File: config.mk
export PLATFORM = sky130hd
export DESIGN_NAME = serial_command_frame_responder_flat
export DESIGN_NICKNAME = d
export VERILOG_FILES = /design/src/scfr_pkg.sv /design/src/scfr_if.sv /design/src/scfr_ram.sv /design/src/scfr_dp.sv /design/src/scfr_ctrl.sv /design/src/serial_command_frame_responder.sv /design/src/flat_wrapper.sv
export VERILOG_INCLUDE_DIRS = /design/src /design/src/src
export SDC_FILE = /design/constraint.sdc
export NUM_CORES = 1
export LEC_CHECK = 0
export BUFFER_PORTS_ARGS = -buffer_cell sky130_fd_sc_hd__buf_2
export CORE_UTILIZATION = 23
export CTS_CLUSTER_DIAMETER = 40
export DETAILED_ROUTE_END_ITERATION = 6
export GPL_TIMING_DRIVEN = 0
export SETUP_SLACK_MARGIN = 0.3
export SYNTH_ARGS = -nofsm -noshare
export SYNTH_HDL_FRONTEND = slang
export SYNTH_HIERARCHICAL = 1
export SYNTH_SLANG_ARGS = --single-unit
File: constraint.sdc
create_clock -name clk -period 4.1 [get_ports clk]
set_input_delay 0.41 -clock clk [delete_from_list [all_inputs] [get_ports clk]]
set_output_delay 0.41 -clock clk [all_outputs]
set_load 0.005 [all_outputs]
File: src/serial_command_frame_responder_assert.svh
// Assertion macros shared by the responder modules
`ifndef SERIAL_COMMAND_FRAME_RESPONDER_ASSERT_SVH
`define SERIAL_COMMAND_FRAME_RESPONDER_ASSERT_SVH

`ifndef SYNTH
`define SCFR_ASSERT_IMP(lbl, ante, cons) \
	lbl: assert property (@(posedge clk) disable iff (!arst_n) (ante) |-> (cons)) \
		else $error("%m: check failed");
`define SCFR_ASSERT_NXT(lbl, ante, cons) \
	lbl: assert property (@(posedge clk) disable iff (!arst_n) (ante) |=> (cons)) \
		else $error("%m: check failed");
`else
`define SCFR_ASSERT_IMP(lbl, ante, cons)
`define SCFR_ASSERT_NXT(lbl, ante, cons)
`endif

`endif

File: src/scfr_pkg.sv
package scfr_pkg;

	localparam int MAX_PAYLOAD = 32;
	localparam int CNT_W       = $clog2(MAX_PAYLOAD + 1);
	localparam int ADDR_W      = $clog2(MAX_PAYLOAD);
	localparam int IDX_W       = $clog2(MAX_PAYLOAD + 4);

	localparam logic [7:0] MARKER_RESET = 8'h7F;
	localparam logic [7:0] REQ_PING     = 8'h00;
	localparam logic [7:0] REQ_VERSION  = 8'h01;
	localparam logic [7:0] REQ_ECHO     = 8'h03;
	localparam logic [7:0] ANS_SHORT    = 8'h81;
	localparam logic [7:0] ANS_ECHO     = 8'h82;
	localparam int PONG_LEN             = 4;
	localparam int VERSION_LEN          = 3;

	typedef struct packed {
		logic take_cmd;
		logic take_len;
		logic take_data;
		logic start_reply;
		logic fetch;
		logic load;
	} dp_cmd_t;

	typedef struct packed {
		logic marker_hit;
		logic len_zero;
		logic data_done;
		logic reply_go;
		logic slot_free;
		logic last_byte;
	} dp_status_t;

	function automatic logic [7:0] short_text(input logic version, input logic [1:0] k);
		logic [7:0] b;
		b = 8'h00;
		if (version) begin
			case (k)
				2'd0: b = 8'h30;
				2'd1: b = 8'h2E;
				2'd2: b = 8'h31;
				default: b = 8'h00;
			endcase
		end else begin
			case (k)
				2'd0: b = 8'h50;
				2'd1: b = 8'h4F;
				2'd2: b = 8'h4E;
				default: b = 8'h47;
			endcase
		end
		return b;
	endfunction

endpackage

File: src/scfr_if.sv
interface scfr_rx_if;
	logic       valid;
	logic       ready;
	logic [7:0] rx_byte;
	modport source (output valid, output rx_byte, input ready);
	modport sink (input valid, input rx_byte, output ready);
endinterface

interface scfr_tx_if;
	logic       valid;
	logic       ready;
	logic [7:0] tx_byte;
	logic       frame_end;
	modport source (output valid, output tx_byte, output frame_end, input ready);
	modport sink (input valid, input tx_byte, input frame_end, output ready);
endinterface

interface scfr_cfg_if;
	logic       valid;
	logic       ready;
	logic [7:0] start_marker;
	modport source (output valid, output start_marker, input ready);
	modport sink (input valid, input start_marker, output ready);
endinterface

File: src/scfr_ram.sv
module scfr_ram #(
	parameter int WIDTH = 8,
	parameter int DEPTH = 32,
	localparam int AW = $clog2(DEPTH)
) (
	input  logic             clk,
	input  logic             we,
	input  logic [AW-1:0]    waddr,
	input  logic [WIDTH-1:0] wdata,
	input  logic             re,
	input  logic [AW-1:0]    raddr,
	output logic [WIDTH-1:0] rdata
);

	logic [WIDTH-1:0] mem_q [DEPTH];
	logic [WIDTH-1:0] rdata_q;

	always_ff @(posedge clk) begin
		if (we) begin
			mem_q[waddr] <= wdata;
		end
		if (re) begin
			rdata_q <= mem_q[raddr];
		end
	end

	assign rdata = rdata_q;

endmodule

File: src/scfr_dp.sv
`include "serial_command_frame_responder_assert.svh"

module scfr_dp (
	input  logic                 clk,
	input  logic                 arst_n,
	input  scfr_pkg::dp_cmd_t    cmd,
	output scfr_pkg::dp_status_t status,
	input  logic [7:0]           rx_byte,
	input  logic                 cfg_we,
	input  logic [7:0]           cfg_data,
	output logic                 out_valid,
	input  logic                 out_ready,
	output logic [7:0]           tx_byte,
	output logic                 frame_end
);

	logic [7:0]                 marker_q;
	logic [7:0]                 cmd_q;
	logic [7:0]                 len_q;
	logic [scfr_pkg::CNT_W-1:0] cnt_q;
	logic [7:0]                 xor_q;
	logic                       ovf_q;
	logic                       is_echo_q;
	logic                       is_version_q;
	logic [scfr_pkg::CNT_W-1:0] rlen_q;
	logic [scfr_pkg::IDX_W-1:0] idx_q;
	logic [7:0]                 tx_sum_q;
	logic                       out_valid_q;
	logic [7:0]                 out_byte_q;
	logic                       out_end_q;

	logic [scfr_pkg::CNT_W-1:0]  cnt_next;
	logic [scfr_pkg::IDX_W-1:0]  last_idx;
	logic [scfr_pkg::IDX_W-1:0]  data_idx;
	logic [scfr_pkg::ADDR_W-1:0] rd_addr;
	logic [7:0]                  ram_rdata;
	logic [7:0]                  sel_byte;
	logic                        is_last;
	logic                        known_cmd;

	assign cnt_next  = cnt_q + scfr_pkg::CNT_W'(1);
	assign last_idx  = scfr_pkg::IDX_W'(rlen_q) + scfr_pkg::IDX_W'(3);
	assign data_idx  = idx_q - scfr_pkg::IDX_W'(3);
	assign rd_addr   = data_idx[scfr_pkg::ADDR_W-1:0];
	assign is_last   = (idx_q == last_idx);
	assign known_cmd = (cmd_q == scfr_pkg::REQ_PING) || (cmd_q == scfr_pkg::REQ_VERSION)
		|| (cmd_q == scfr_pkg::REQ_ECHO);

	scfr_ram #(
		.WIDTH(8),
		.DEPTH(scfr_pkg::MAX_PAYLOAD)
	) u_store (
		.clk  (clk),
		.we   (cmd.take_data),
		.waddr(cnt_q[scfr_pkg::ADDR_W-1:0]),
		.wdata(rx_byte),
		.re   (cmd.fetch),
		.raddr(rd_addr),
		.rdata(ram_rdata)
	);

	always_comb begin
		if (idx_q == scfr_pkg::IDX_W'(0)) begin
			sel_byte = marker_q;
		end else if (idx_q == scfr_pkg::IDX_W'(1)) begin
			sel_byte = is_echo_q ? scfr_pkg::ANS_ECHO : scfr_pkg::ANS_SHORT;
		end else if (idx_q == scfr_pkg::IDX_W'(2)) begin
			sel_byte = 8'(rlen_q);
		end else if (is_last) begin
			sel_byte = tx_sum_q;
		end else if (is_echo_q) begin
			sel_byte = ram_rdata;
		end else begin
			sel_byte = scfr_pkg::short_text(is_version_q, data_idx[1:0]);
		end
	end

	always_comb begin
		status.marker_hit = (rx_byte == marker_q);
		status.len_zero   = (rx_byte == 8'h00);
		status.data_done  = (cnt_next >= scfr_pkg::CNT_W'(scfr_pkg::MAX_PAYLOAD))
			|| (8'(cnt_next) == len_q);
		status.reply_go   = !ovf_q && (rx_byte == xor_q) && known_cmd;
		status.slot_free  = !out_valid_q || out_ready;
		status.last_byte  = is_last;
	end

	always_ff @(posedge clk or negedge arst_n) begin
		if (!arst_n) begin
			marker_q    <= scfr_pkg::MARKER_RESET;
			cmd_q       <= 8'h00;
			len_q       <= 8'h00;
			cnt_q       <= '0;
			xor_q       <= 8'h00;
			ovf_q       <= 1'b0;
			idx_q       <= '0;
			out_valid_q <= 1'b0;
		end else begin
			if (cfg_we) begin
				marker_q <= cfg_data;
			end
			if (cmd.take_cmd) begin
				cmd_q <= rx_byte;
				xor_q <= rx_byte;
			end
			if (cmd.take_len) begin
				len_q <= rx_byte;
				xor_q <= xor_q ^ rx_byte;
				cnt_q <= '0;
				ovf_q <= (rx_byte > 8'(scfr_pkg::MAX_PAYLOAD));
			end
			if (cmd.take_data) begin
				xor_q <= xor_q ^ rx_byte;
				cnt_q <= cnt_next;
			end
			if (cmd.start_reply) begin
				idx_q <= '0;
			end else if (cmd.load) begin
				idx_q <= idx_q + scfr_pkg::IDX_W'(1);
			end
			if (cmd.load) begin
				out_valid_q <= 1'b1;
			end else if (out_ready) begin
				out_valid_q <= 1'b0;
			end
		end
	end

	always_ff @(posedge clk) begin
		if (cmd.start_reply) begin
			is_echo_q    <= (cmd_q == scfr_pkg::REQ_ECHO);
			is_version_q <= (cmd_q == scfr_pkg::REQ_VERSION);
			tx_sum_q     <= 8'h00;
			if (cmd_q == scfr_pkg::REQ_PING) begin
				rlen_q <= scfr_pkg::CNT_W'(scfr_pkg::PONG_LEN);
			end else if (cmd_q == scfr_pkg::REQ_VERSION) begin
				rlen_q <= scfr_pkg::CNT_W'(scfr_pkg::VERSION_LEN);
			end else begin
				rlen_q <= len_q[scfr_pkg::CNT_W-1:0];
			end
		end else if (cmd.load) begin
			if (idx_q != scfr_pkg::IDX_W'(0) && !is_last) begin
				tx_sum_q <= tx_sum_q ^ sel_byte;
			end
		end
		if (cmd.load) begin
			out_byte_q <= sel_byte;
			out_end_q  <= is_last;
		end
	end

	assign out_valid = out_valid_q;
	assign tx_byte   = out_byte_q;
	assign frame_end = out_end_q;

	`SCFR_ASSERT_IMP(a_no_overwrite, cmd.load, !out_valid_q || out_ready)
	`SCFR_ASSERT_IMP(a_store_bound, cmd.take_data, cnt_q < scfr_pkg::CNT_W'(scfr_pkg::MAX_PAYLOAD))
	`SCFR_ASSERT_IMP(a_idx_bound, cmd.load, idx_q <= last_idx)
	`SCFR_ASSERT_NXT(a_reply_len, cmd.start_reply, rlen_q <= scfr_pkg::CNT_W'(scfr_pkg::MAX_PAYLOAD))

endmodule

File: src/scfr_ctrl.sv
`include "serial_command_frame_responder_assert.svh"

module scfr_ctrl (
	input  logic                 clk,
	input  logic                 arst_n,
	input  logic                 in_valid,
	output logic                 in_ready,
	input  scfr_pkg::dp_status_t status,
	output scfr_pkg::dp_cmd_t    cmd
);

	typedef enum logic [2:0] {
		ST_START,
		ST_CMD,
		ST_LEN,
		ST_DATA,
		ST_CHK,
		ST_FETCH,
		ST_LOAD
	} state_t;

	state_t state_q;
	logic   acc;

	always_comb begin
		in_ready = (state_q == ST_START) || (state_q == ST_CMD) || (state_q == ST_LEN)
			|| (state_q == ST_DATA) || (state_q == ST_CHK);
		acc             = in_valid && in_ready;
		cmd.take_cmd    = acc && (state_q == ST_CMD);
		cmd.take_len    = acc && (state_q == ST_LEN);
		cmd.take_data   = acc && (state_q == ST_DATA);
		cmd.start_reply = acc && (state_q == ST_CHK) && status.reply_go;
		cmd.fetch       = (state_q == ST_FETCH);
		cmd.load        = (state_q == ST_LOAD) && status.slot_free;
	end

	always_ff @(posedge clk or negedge arst_n) begin
		if (!arst_n) begin
			state_q <= ST_START;
		end else begin
			case (state_q)
				ST_START: begin
					if (acc && status.marker_hit) begin
						state_q <= ST_CMD;
					end
				end
				ST_CMD: begin
					if (acc) begin
						state_q <= ST_LEN;
					end
				end
				ST_LEN: begin
					if (acc) begin
						state_q <= status.len_zero ? ST_CHK : ST_DATA;
					end
				end
				ST_DATA: begin
					if (acc && status.data_done) begin
						state_q <= ST_CHK;
					end
				end
				ST_CHK: begin
					if (acc) begin
						state_q <= status.reply_go ? ST_FETCH : ST_START;
					end
				end
				ST_FETCH: begin
					state_q <= ST_LOAD;
				end
				ST_LOAD: begin
					if (status.slot_free) begin
						state_q <= status.last_byte ? ST_START : ST_FETCH;
					end
				end
				default: begin
					state_q <= ST_START;
				end
			endcase
		end
	end

	`SCFR_ASSERT_NXT(a_reply_fetch, cmd.start_reply, state_q == ST_FETCH)
	`SCFR_ASSERT_IMP(a_no_rx_in_reply, cmd.fetch || cmd.load, !in_ready)
	`SCFR_ASSERT_NXT(a_fetch_load, cmd.fetch, state_q == ST_LOAD)

endmodule

File: src/serial_command_frame_responder.sv
// Serial command frame responder. Received bytes are taken on rx, one per cycle while
// the block is receiving: start marker, command, length, data and checksum. A frame with
// a length of at most 32, a good checksum and a ping, version or echo command is
// answered on tx with start marker, code, length, data and checksum, frame_end marking
// the checksum byte. Replies are 8 bytes (ping), 7 bytes (version) or length + 4 bytes
// (echo). While a reply is built rx is held off; each reply byte passes a FETCH state
// that reads the payload RAM (registered read) and a LOAD state that loads the output
// register and waits while tx stalls. The start marker is written on cfg (reset 0x7F)
// and cfg is always ready. There is no clearing pass.
module serial_command_frame_responder (
	input logic        clk,
	input logic        arst_n,
	scfr_rx_if.sink    rx,
	scfr_tx_if.source  tx,
	scfr_cfg_if.sink   cfg
);

	scfr_pkg::dp_cmd_t    cmd;
	scfr_pkg::dp_status_t status;
	logic                 rx_ready;

	assign rx.ready  = rx_ready;
	assign cfg.ready = 1'b1;

	scfr_ctrl u_ctrl (
		.clk     (clk),
		.arst_n  (arst_n),
		.in_valid(rx.valid),
		.in_ready(rx_ready),
		.status  (status),
		.cmd     (cmd)
	);

	scfr_dp u_dp (
		.clk      (clk),
		.arst_n   (arst_n),
		.cmd      (cmd),
		.status   (status),
		.rx_byte  (rx.rx_byte),
		.cfg_we   (cfg.valid),
		.cfg_data (cfg.start_marker),
		.out_valid(tx.valid),
		.out_ready(tx.ready),
		.tx_byte  (tx.tx_byte),
		.frame_end(tx.frame_end)
	);

endmodule

File: src/flat_wrapper.sv
// flat-port wrapper written by rule: the top's interface ports become plain ports
module serial_command_frame_responder_flat 
  (clk, arst_n, rx_valid, rx_rx_byte, rx_ready, tx_valid, tx_tx_byte, tx_frame_end, tx_ready, cfg_valid, cfg_start_marker, cfg_ready);
  scfr_rx_if rx_i ();
  scfr_tx_if tx_i ();
  scfr_cfg_if cfg_i ();
  input logic clk;
  input logic arst_n;
  input wire logic [$bits(rx_i.valid)-1:0] rx_valid;
  input wire logic [$bits(rx_i.rx_byte)-1:0] rx_rx_byte;
  output wire logic [$bits(rx_i.ready)-1:0] rx_ready;
  output wire logic [$bits(tx_i.valid)-1:0] tx_valid;
  output wire logic [$bits(tx_i.tx_byte)-1:0] tx_tx_byte;
  output wire logic [$bits(tx_i.frame_end)-1:0] tx_frame_end;
  input wire logic [$bits(tx_i.ready)-1:0] tx_ready;
  input wire logic [$bits(cfg_i.valid)-1:0] cfg_valid;
  input wire logic [$bits(cfg_i.start_marker)-1:0] cfg_start_marker;
  output wire logic [$bits(cfg_i.ready)-1:0] cfg_ready;
  assign rx_i.valid = rx_valid;
  assign rx_i.rx_byte = rx_rx_byte;
  assign rx_ready = rx_i.ready;
  assign tx_valid = tx_i.valid;
  assign tx_tx_byte = tx_i.tx_byte;
  assign tx_frame_end = tx_i.frame_end;
  assign tx_i.ready = tx_ready;
  assign cfg_i.valid = cfg_valid;
  assign cfg_i.start_marker = cfg_start_marker;
  assign cfg_ready = cfg_i.ready;
  serial_command_frame_responder u_core (.clk(clk), .arst_n(arst_n), .rx(rx_i), .tx(tx_i), .cfg(cfg_i));
endmodule
### Yosys cells after proc, flatten, opt, wreduce, memory -nomap -nowiden

Memories as Yosys holds them, arrays and structs flattened. A register that Yosys moved wholly into a read port is not among the register bits.
Index checks and enable logic that the tools add are counted.

| word-level totals | value |
|---|---|
| memory bits (writable) | 256 |
| memories kept | 1 |
| register bits | 74 |
| output and inout port bits | 12 |
| bits in latches | 0 |
| word-level logic and storage cells | 114 |
| input port bits | 21 |
| memory bits (read-only) | 0 |

Memory list:

| memory | words | bits a word | rd ports | clocked after memory_dff | wr ports | line | text |
|---|---|---|---|---|---|---|---|
| u_core.u_dp.u_store.mem_q | 32 | 8 | 1 | 1 | 1 | scfr_ram.sv:15 | `logic [WIDTH-1:0] mem_q [DEPTH];` |

| operators by class | value |
|---|---|
| $mul | 0 |
| bitwise logic cells | 2 |
| shift operators | 0 |
| div/mod/pow operators | 0 |
| add/subtract/negate cells | 4 |
| $lt $le $gt $ge | 2 |
| multiplexer cells | 31 |
| equal/unequal tests | 22 |
| reductions and logical operators | 36 |

Operators by type and width:

| cell | count |
|---|---|
| 2-to-1 mux 8 bit | 9 |
| 2-to-1 mux 3 bit | 10 |
| 2-to-1 mux 6 bit | 4 |
| case mux 3 bit (7 select lines) | 1 |
| case mux 6 bit (3 select lines) | 1 |
| == test 8 bit | 2 |
| logical NOT 8 bit | 2 |
| bitwise XOR 8 bit | 2 |
| case mux 5 bit (3 select lines) | 1 |
| adder 6 x 1 -> 6 bit, second input constant | 2 |
| logical AND 1 bit | 12 |
| == test 3 bit, second input constant | 3 |
| == test 6 x 8 -> 1 bit | 1 |
| == test 8 x 1 -> 1 bit, second input constant | 1 |
| == test 8 x 2 -> 1 bit, second input constant | 1 |
| greater-than comparator 8 x 6 -> 1 bit, second input constant | 1 |
| logical OR 1 bit | 8 |
| != test 2 bit, second input constant | 4 |
| adder 6 x 2 -> 6 bit, second input constant | 1 |
| == test 3 x 2 -> 1 bit, second input constant | 2 |
| == test 6 x 1 -> 1 bit, second input constant | 1 |
| == test 6 x 2 -> 1 bit, second input constant | 1 |
| == test 6 bit | 1 |
| >= comparator 6 bit, second input constant | 1 |
| 17 further kinds | 25 |

### Longest topological paths before layout

| depth | value |
|---|---|
| depth in word-level cells | 10 |
| mapped depth | 12 |

### By module

Netlist, hierarchy kept.

Modules (own cells, without submodules):

| module | times used | cells an instance | area an instance (um^2) |
|---|---|---|---|
| scfr_ram | 1 | 417 | 10,133.5 |
| scfr_dp | 1 | 413 | 4,026.4 |
| scfr_ctrl | 1 | 50 | 362.8 |
| serial_command_frame_responder | 1 | 2 | 11.3 |

### Worst setup path before layout

Ideal clock, no wire load.

| path | value |
|---|---|
| path type | input-to-reg |
| start point | input port rx_rx_byte[2] |
| end point | register u_core/u_dp/idx_q[0] (netlist bit) |
| data arrival time | 3,257 ps |
| path slack | 711 ps |
| cell stages on the path | 10 |
| required time | 3,968 ps |
| library setup time | 132 ps |
| cell sequence | clkbuf_1 -> xor2_1 -> nor4_1 -> nand4_1 -> nor4_1 -> nand2_1 -> nor4b_1 -> clkbuf_1 -> clkbuf_1 -> nor2_1 |

RTL lines:

| element | line | text |
|---|---|---|
| start, declared | flat_wrapper.sv:10 | `input wire logic [$bits(rx_i.rx_byte)-1:0] rx_rx_byte;` |
| end signal, assigned | scfr_dp.sv:119 | `idx_q <= idx_q + scfr_pkg::IDX_W'(1);` |
| end, declared | scfr_dp.sv:26 | `logic [scfr_pkg::IDX_W-1:0] idx_q;` |

==> metrics.csv <==
stage,metric,value,unit
critical_path,CP max FO,33,
yosys,adder-cell area share of the yosys netlist,0.775,%
yosys,Post-Synth XOR/XNOR Area,2.47,%
sta,final setup violation count,0,
sta,fin crit share,87.2,%
critical_path,Reg2Reg Depth,7,
yosys,post-synthesis mux area share,15.5,%
global_route,vias in the first global route,8009,
critical_path,Crit Path Category,input pin to register,
yosys,synth warn,6,
floorplanning,Rows,91,
yosys,"FF+latch count, synth",338,
global_route,GRT overflow,0,
status,outcome,completed,
cells_and_area,final core occ,27.6,%
floorplanning,Die W,253,um
sta,Setup Skew,0.0182,ns
placed_design,gpl congestion,0.820,
power,VDD IR max,0.291,mV
cells_and_area,Layout area overhead,17.8,%
cts,CTS tree,built,
floorplanning,Core Region,62100,um2
global_route,initial antenna violation count,0,
yosys,cell area after synthesis,14500,um2
yosys,Post-synth EDFFs,281,
floorplanning,IO Pins,33,
yosys,Netlist cell types,63,
cts,Max clock buf depth,3,
worst_hold_path,hold path cells,2,
placed_design,Detailed Place HPWL,21.4,mm
critical_path,reg2reg setup slack,0.55,ns
drt,WL final,32.8,mm
yosys,post-synthesis sequential area ratio,67.7,%
cells_and_area,nets,984,
cells_and_area,Filler cells,6192,
drt,via count,8075,
sta,minimum clock period,3.57,ns
cells_and_area,share of layout cells above drive strength 1,25.8,%
placed_design,placed cell count,1749,
sta,hold slack,0.125,ns
cts,H-tree levels,2,
run,max-cap check violation count,0,
yosys,Synth Area per Inst,16.5,um2
critical_path,Startpoint Class,input pin,
floorplanning,die area,64200,um2
cells_and_area,Post-Layout Cell Count,1819,
drt,# DRC,0,
yosys,Synthesized Nets,912,
sta,final slew viol count,0,
critical_path,critical path endpoint category,register,
placed_design,pre-CTS setup slack,-0.344,ns
sta,worst slew pin tran,1.38,ns
yosys,Synth Instances,882,
sta,Max Fclk,0.280,GHz
cts,post-CTS setup buffers,0,
global_route,global-route wire length before repair,50.2,mm
sta,Max transition margin,7.59,%
worst_hold_path,HP Class,input pin to register,
critical_path,CP required,4.50,ns
yosys,complex-gate fraction of the synthesized area,4.61,%
drt,wire length per cell,18.1,um
drt,drt initial violations,803,
global_route,largest net degree at the start of global routing,50,
cts,clock latency on the worst-skew pair,0.53,ns
sta,final worst slack,0.526,ns
cts,Worst-path clk slew,0.05,ns
power,power per cell area,707,nW/um2
power,leakage,5.58,nW
drt,Routed Antenna Nets,0,
cells_and_area,ant diodes,0,
sta,RSZ-0062 raised after global routing,true,
floorplanning,initial core utilization,23.4,%
yosys,Async SR Flop Fraction,14.5,%
global_route,All-Layer GR Usage,10.3,%
floorplanning,Die Ht,253,um
cts,Root Buffer Master,clkbuf_16,
drt,Avg Vias per Cell,4.44,
yosys,largest family of logic cells by synthesized area,multiplexers,
sta,setup_tns,0,ns
cts,Clock Sinks,338,
placed_design,Port-buffer cells,29,
yosys,"Top FF cell, synth",edfxtp_1,
critical_path,CP arrival,3.97,ns
cts,Num CTS Buffers,39,
yosys,simple-gate portion of the synthesized area,6.71,%
sta,final hold vios,0,
drt,1st-pass router iterations,5,
## kinds of logic (layout without fill, tap and decap cells)
| family | count (synthesis) | count (layout) |
|---|---|---|
| compound gates | 99 | 99 |
| xor+xnor | 41 | 41 |
| fa+ha+maj | 9 | 9 |
| buf+inv | 69 | 169 |
| flops | 338 | 338 |
| mux | 121 | 121 |
| other cells | 1 | 1 |
| simple gates | 204 | 204 |
## flip-flops by register name, indices dropped and copies added (netlist names)
signal                     count
u_core/u_dp/rlen_q             6
u_core/u_dp/is_echo_q          1
u_core/u_dp/xor_q              8
u_core/u_dp/u_store/mem_q    256
u_core/u_ctrl/state_q          3
u_core/u_dp/frame_end          1
u_core/u_dp/len_q              8
u_core/u_dp/u_store/rdata      8
u_core/u_dp/ovf_q              1
u_core/u_dp/tx_byte            8
u_core/u_dp/cnt_q              6
u_core/u_dp/is_version_q       1
u_core/u_dp/idx_q              6
u_core/u_dp/cmd_q              8
u_core/u_dp/out_valid          1
u_core/u_dp/marker_q           8
u_core/u_dp/tx_sum_q           8
## where the power goes
part | leakage (nW) | internal (mW) | total (mW) | switching (mW)
clock | 0.655 | 2.21 | 3.57 | 1.37
combinational | 1.74 | 1.98 | 4.19 | 2.22
sequential | 3.18 | 4.11 | 4.33 | 0.220
total | 5.58 | 8.30 | 12.1 | 3.80
## routing by layer
metal / part of all wire (%) / GRT usage [%] / wire length [um]
met3: 6.1 / 1.98 / 2010
met1: 47 / 15.1 / 15500
met4: 1.3 / 2.27 / 437
met2: 45 / 15.7 / 14900
met5: 0 / 0 / 0
## what timing repair did
action	CTS	global route
gates resized for setup	5	9
endpoints found under the hold margin	0	24
hold buffers	0	1
gates cloned	0	0
setup endpoints to repair	18	16
## cell usage in the layout (no fill, tap or decap), types with 8 or more instances in the layout
cell,count
a21oi_1,23
buf_2,28
buf_4,16
clkbuf_1,31
clkbuf_16,40
dfrtp_1,42
dfxtp_1,8
edfxtp_1,281
ha_1,9
inv_1,14
mux2_2,34
mux4_2,80
nand2_1,48
nand3_1,10
nand4_1,9
nor2_1,77
nor3_1,10
nor4_1,9
o21ai_0,24
o22ai_1,14
xnor2_1,24
xor2_1,17
## per-stage QoR
step                      area (um2)  total power [mW]
final                          17100              12.1
after CTS                      17100              12.2
after global placement         15700              8.52
after detailed placement       15700              8.58
after floorplan                14500              7.35
after global routing           17100              12.7
## final timing paths
kind	start	to
setup / recovery	rx_rx_byte[4]	u_core/u_dp/tx_sum_q[7]$_SDFFE_PP0P_
hold / removal	cfg_start_marker[5]	u_core/u_dp/marker_q[5]$_DFFE_PN1P_
setup reg to reg	u_core/u_dp/idx_q[1]$_DFFE_PN0P_	u_core/u_dp/u_store/rdata[4]$_DFFE_PP_
hold reg to reg	u_core/u_dp/tx_sum_q[4]$_SDFFE_PP0P_	u_core/u_dp/tx_sum_q[4]$_SDFFE_PP0P_
max in group asynchronous	arst_n	u_core/u_ctrl/state_q[1]$_DFFE_PN0P_
min in group asynchronous	arst_n	u_core/u_dp/marker_q[7]$_DFFE_PN0P_
## final cells by class
class | count | area, um2 | area share, %
Tap cell | 837 | 1050 | 6.12
Buffer | 53 | 272 | 1.59
Inverter | 16 | 62.6 | 0.366
Clock buffer | 52 | 1100 | 6.40
Sequential cell | 338 | 9830 | 57.5
Clock inverter | 17 | 245 | 1.43
Timing Repair Buffer | 31 | 173 | 1.01
Multi-Input combinational cell | 475 | 4390 | 25.6
## synth_stat cells (10+ instances only)
master    instances  share of area (%)
nor3_1           10               0.34
xnor2_1          24                1.4
dfrtp_1          42                7.2
a21oi_1          23               0.79
mux4_2           80                 12
inv_1            14               0.36
clkbuf_1         30               0.77
nand2_1          48                1.2
nand3_1          10               0.34
buf_4            12               0.62
o22ai_1          14               0.60
o21ai_0          24               0.83
edfxtp_1        281                 58
xor2_1           17                1.0
nor2_1           77                2.0
mux2_2           34                2.6
## worst max-delay path: stages
cell,delay [ns]
buf_4,0.34
clkbuf_1,0.50
xor2_1,0.13
nor4_1,0.28
nand4_1,0.18
nor4_1,0.54
nand2_1,0.15
nor4b_2,0.36
buf_4,0.24
clkbuf_1,0.40
clkbuf_2,0.34
nor2_1,0.08
No activity file was read; power rests on OpenSTA's default activity.
